===== src/sv/acsd_pkg.sv =====
// shared types, opcodes and constants for the carry/shift/divide alu
package acsd_pkg;

  localparam int W = 64;
  localparam int NCELL = 64;

  typedef enum logic [4:0] {
    OP_ADD  = 5'd0,
    OP_SUB  = 5'd1,
    OP_SHL  = 5'd2,
    OP_SRA  = 5'd3,
    OP_SRL  = 5'd4,
    OP_GT   = 5'd5,
    OP_GE   = 5'd6,
    OP_UGT  = 5'd7,
    OP_UGE  = 5'd8,
    OP_UDIV = 5'd9,
    OP_DIV  = 5'd10,
    OP_UMOD = 5'd11,
    OP_MOD  = 5'd12,
    OP_UDIV64 = 5'd13,
    OP_DIV64  = 5'd14,
    OP_UMOD64 = 5'd15,
    OP_MOD64  = 5'd16
  } op_t;

  // per-transaction data that travels down the divider chain
  typedef struct packed {
    logic        vld;
    logic        want_rem;
    logic        neg_q;
    logic        neg_r;
    logic        byp;
    logic        wide;
    logic [W-1:0] byp_val;
    logic [W-1:0] rem;
    logic [W-1:0] quo;
    logic [W-1:0] dvs;
  } dslot_t;

endpackage


===== src/sv/acsd_cell.sv =====
// one restoring division step with its pipeline register
module acsd_cell (
  input  logic            clk,
  input  logic            rst_n,
  input  acsd_pkg::dslot_t d_in,
  output acsd_pkg::dslot_t d_out
);

  acsd_pkg::dslot_t s_r, s_nxt;
  logic [acsd_pkg::W:0] part;
  logic [acsd_pkg::W:0] diff;

  always_comb begin
    s_nxt = d_in;
    part = {d_in.rem, d_in.quo[acsd_pkg::W-1]};
    diff = part - {1'b0, d_in.dvs};
    s_nxt.quo = {d_in.quo[acsd_pkg::W-2:0], ~diff[acsd_pkg::W]};
    s_nxt.rem = diff[acsd_pkg::W] ? part[acsd_pkg::W-1:0] : diff[acsd_pkg::W-1:0];
  end

  always_ff @(posedge clk) begin
    if (!rst_n) begin
      s_r.vld <= 1'b0;
    end else begin
      s_r.vld <= s_nxt.vld;
    end
    s_r.want_rem <= s_nxt.want_rem;
    s_r.neg_q    <= s_nxt.neg_q;
    s_r.neg_r    <= s_nxt.neg_r;
    s_r.byp      <= s_nxt.byp;
    s_r.wide     <= s_nxt.wide;
    s_r.byp_val  <= s_nxt.byp_val;
    s_r.rem      <= s_nxt.rem;
    s_r.quo      <= s_nxt.quo;
    s_r.dvs      <= s_nxt.dvs;
  end

  assign d_out = s_r;

endmodule


===== config.mk =====
export PLATFORM = sky130hd
export DESIGN_NAME = acsd_cell
export DESIGN_NICKNAME = d
export VERILOG_FILES = /design/src/sv/acsd_pkg.sv /design/src/sv/acsd_cell.sv
export SDC_FILE = /design/constraint.sdc
export NUM_CORES = 1
export LEC_CHECK = 0
export ABC_AREA = 0
export CAP_MARGIN = 20
export CORE_AREA = 2 2 202 204
export CTS_CLUSTER_SIZE = 16
export DETAILED_ROUTE_END_ITERATION = 10
export DIE_AREA = 0 0 204 206
export DONT_BUFFER_PORTS = 1
export GPL_TIMING_DRIVEN = 0
export PLACE_DENSITY_LB_ADDON = 0.12
export SLEW_MARGIN = 10
export SYNTH_ARGS = -nofsm -noshare
export SYNTH_HDL_FRONTEND = slang
export SYNTH_SLANG_ARGS = --single-unit

===== constraint.sdc =====
create_clock -name clk -period 8.25 [get_ports clk]
set_input_delay 1.2375 -clock clk [delete_from_list [all_inputs] [get_ports clk]]
set_output_delay 1.2375 -clock clk [all_outputs]
set_load 0.005 [all_outputs]

==> metrics.md <==
| Metric | Value |
|---|---|
| Dpl cells | `1538` |
| RePlAce Congestion | `0.8170` |
| Post-route insts no fill | `1600` |
| CTS tree | `built` |
| Max FFs per register | `262` |
| Clk root buf | `clkbuf_16` |
| Hold_buf cts | `0` |
| Seq cells post-synth | `262` |
| Final WL | `37560 µm` |
| Pwr dens | `279.2 mW/mm²` |
| Synth top area cells | `dfxtp_1 51%, ha_1 7.8%, mux2_1 5.3%` |
| Initial Utilization | `25.61%` |
| Leak | `0.005197 µW` |
| Crit path capture | `d_out[160]` |
| Actual slew at the worst max-slew pin | `899.6 ps` |
| CTS clk-pin slew, worst paths | `70 ps` |
| Synth cell types | `71` |
| Die ar. | `0.04202 mm²` |
| Post-Synthesis Cells | `1005` |
| Layout cell share with drive strength beyond 1 | `7.721%` |
| Max-Cap Viols | `0` |
| Area Overhead vs Synth | `17.01%` |
| Share of the synthesized area in the top cell type | `50.97%` |
| Ys async rst share | `0%` |
| Headroom to the max-slew limit | `39.47%` |
| Crit. End Element | `register` |
| Synth Warn # | `0` |
| PortBufs | `0` |
| Status | `finished clean` |
| Top FF cell, synth | `dfxtp_1` |
| CP Data Required Time | `8680 ps` |
| Die Y | `206 µm` |
| Final hold violation count | `0` |
| H-Tree Depth | `1` |
| Post-synth net total | `1334` |
| CP startpoint kind | `input pin` |
| RSZ-0062 raised after global routing | `no` |
| Post-DP HPWL | `30820 µm` |
| Largest area contributor in the netlist | `dfxtp_1` |
| Final setup vio count | `0` |
| Via-to-Cell Ratio | `4.635` |
| First-pass DRT Iterations | `4` |
| Min Clock Period, post-route | `4453 ps` |
| Max Buffers Root-to-Sink | `3` |
| WL/cell | `23.48 µm` |
| Total track usage | `16.66%` |
| Sum Neg Setup Slack | `0 ps` |
| Cell row count | `74` |
| Post_cts resized | `0` |
| Data arrival, critical path | `4880 ps` |
| Die width | `204 µm` |
| CTS buffer count | `30` |
| CTS sink cnt | `262` |
| First-pass GRT wire length | `51780 µm` |
| Hold/Removal Path Class | `input pin to register` |
| Largest net degree at the start of global routing | `15` |
| Nets@finish | `1367` |
| Critical path fanouts, max | `10` |
| Register area share after synthesis | `50.97%` |
| Fmax | `224.6 MHz` |
| Core Area | `0.04018 mm²` |
| Critical Path Start | `d_in[18]` |
| Num ports | `526` |
| Fin crit share | `53.97%` |
| Crit Path Class | `input pin to register` |
| Syn Area/Cell | `10.24 µm²` |
| Vias | `7416` |
| DRC Markers | `0` |
| Starting DRT DRC Count | `328` |
| Vias in the first global route | `7566` |
| Post-synthesis instance area | `0.01029 mm²` |
| Post-CTS Setup Bufs | `0` |
| Post-DRT Antenna Nets | `0` |
| Antenna violations before repair | `7` |
| Total congestion overflow | `0` |
| Worst VDD drop | `0.0001509 V` |
| Max Slew Vio Count | `0` |
| EDFF count, synth | `0` |
[cell usage after synthesis (9+ instances only)]
cell / instances
nand3_1: 10
a21oi_1: 78
o21ai_0: 19
dfxtp_1: 262
clkbuf_1: 26
ha_1: 64
and3_1: 9
inv_1: 87
a21o_1: 32
xor2_1: 23
mux2_1: 48
o21ai_1: 17
nor2_1: 42
xnor2_1: 34
o21bai_1: 15
nand4_1: 22
nor2b_1: 11
nand2_1: 62
[layer usage]
layer | global-route usage (%) | vias up | part of all wire (%)
met5 | 0 | - | 0.061
met4 | 3.908 | 4 | 1.7
met3 | 7.096 | 40 | 11
met2 | 27.99 | 322 | 47
met1 | 19.65 | 3469 | 40
li1 | - | 3581 | -
[logic make-up after synthesis]
family / synth area share [%]
AO/OA/AOI/OAI: 14.98
XOR/XNOR: 4.852
adder cells (fa/ha/maj): 7.977
buffers and inverters: 4.523
flip-flops: 50.97
multiplexers: 6.858
AND/OR/NAND/NOR: 9.837
[critical path, stage by stage]
cell	delay (ps)
inv_1	20
ha_1	260
clkbuf_1	270
nand4_1	270
nor4b_2	500
nand4_1	160
o22a_1	290
a21oi_1	260
o21ai_1	130
and2_1	230
o211a_2	350
inv_2	170
buf_2	310
mux2_1	400
[cells in the final DEF, fill, tap and decap left out, drive strengths merged, types with 7 or more instances in the layout]
master / n
clkbuf: 63
a31oi: 8
nand4: 22
nor2: 42
nand2b: 8
nand3: 10
a21oi: 79
or2: 7
a21o: 32
dfxtp: 262
xnor2: 34
mux2: 57
nor3: 8
nor2b: 11
o21ai: 36
nand2: 62
o21bai: 15
ha: 64
inv: 95
xor2: 23
buf: 8
and3: 9
[worst min-delay path by stage]
stage,to,cells after the start,slack (ps),from
6_report,d_out[59],0,680,d_in[59]
5_1_grt,d_out[37],0,640,d_in[37]
4_1_cts,d_out[12],0,650,d_in[12]
3_5_place_dp,d_out[213],0,1270,d_in[213]
3_3_place_gp,d_out[103],0,1270,d_in[102]
2_1_floorplan,d_out[0],0,1270,d_in[0]
[layout make-up]
cell class / instances / area (µm²)
repair buffers: 1 / 7.507
clock buffers: 37 / 838.3
multi-input cells: 622 / 4587
clock inverters: 19 / 216.5
fillers: 4222 / 28140
plain buffers: 33 / 135.1
diodes: 6 / 15.01
well taps: 532 / 665.6
flip-flops and latches: 262 / 5245
inverters: 88 / 330.3
[where the power goes]
| group | leakage (µW) | total [µW] | switching [µW] | internal (µW) |
|---|---|---|---|---|
| clock | 0.000509 | 1400 | 574 | 826 |
| combinational | 0.00248 | 467 | 270 | 197 |
| sequential | 0.00221 | 1500 | 96.0 | 1400 |
[per-stage QoR]
stage / hold slack (ps) / setup WS [ps] / power, µW / utilization (%) / cell area (µm²)
after floorplan: 1265 / 4119 / 1831 / - / 10290
after global placement: 1265 / 2836 / 2001 / 27.26 / 10960
after detailed placement: 1265 / 3110 / 1996 / 27.30 / 10970
after CTS: 646.1 / 3676 / 3420 / 29.93 / 12030
after global routing: 644.3 / 3470 / 3537 / 29.93 / 12030
final: 684.9 / 3797 / 3362 / 29.96 / 12040
Note: power is estimated with default switching activity, not from simulation.
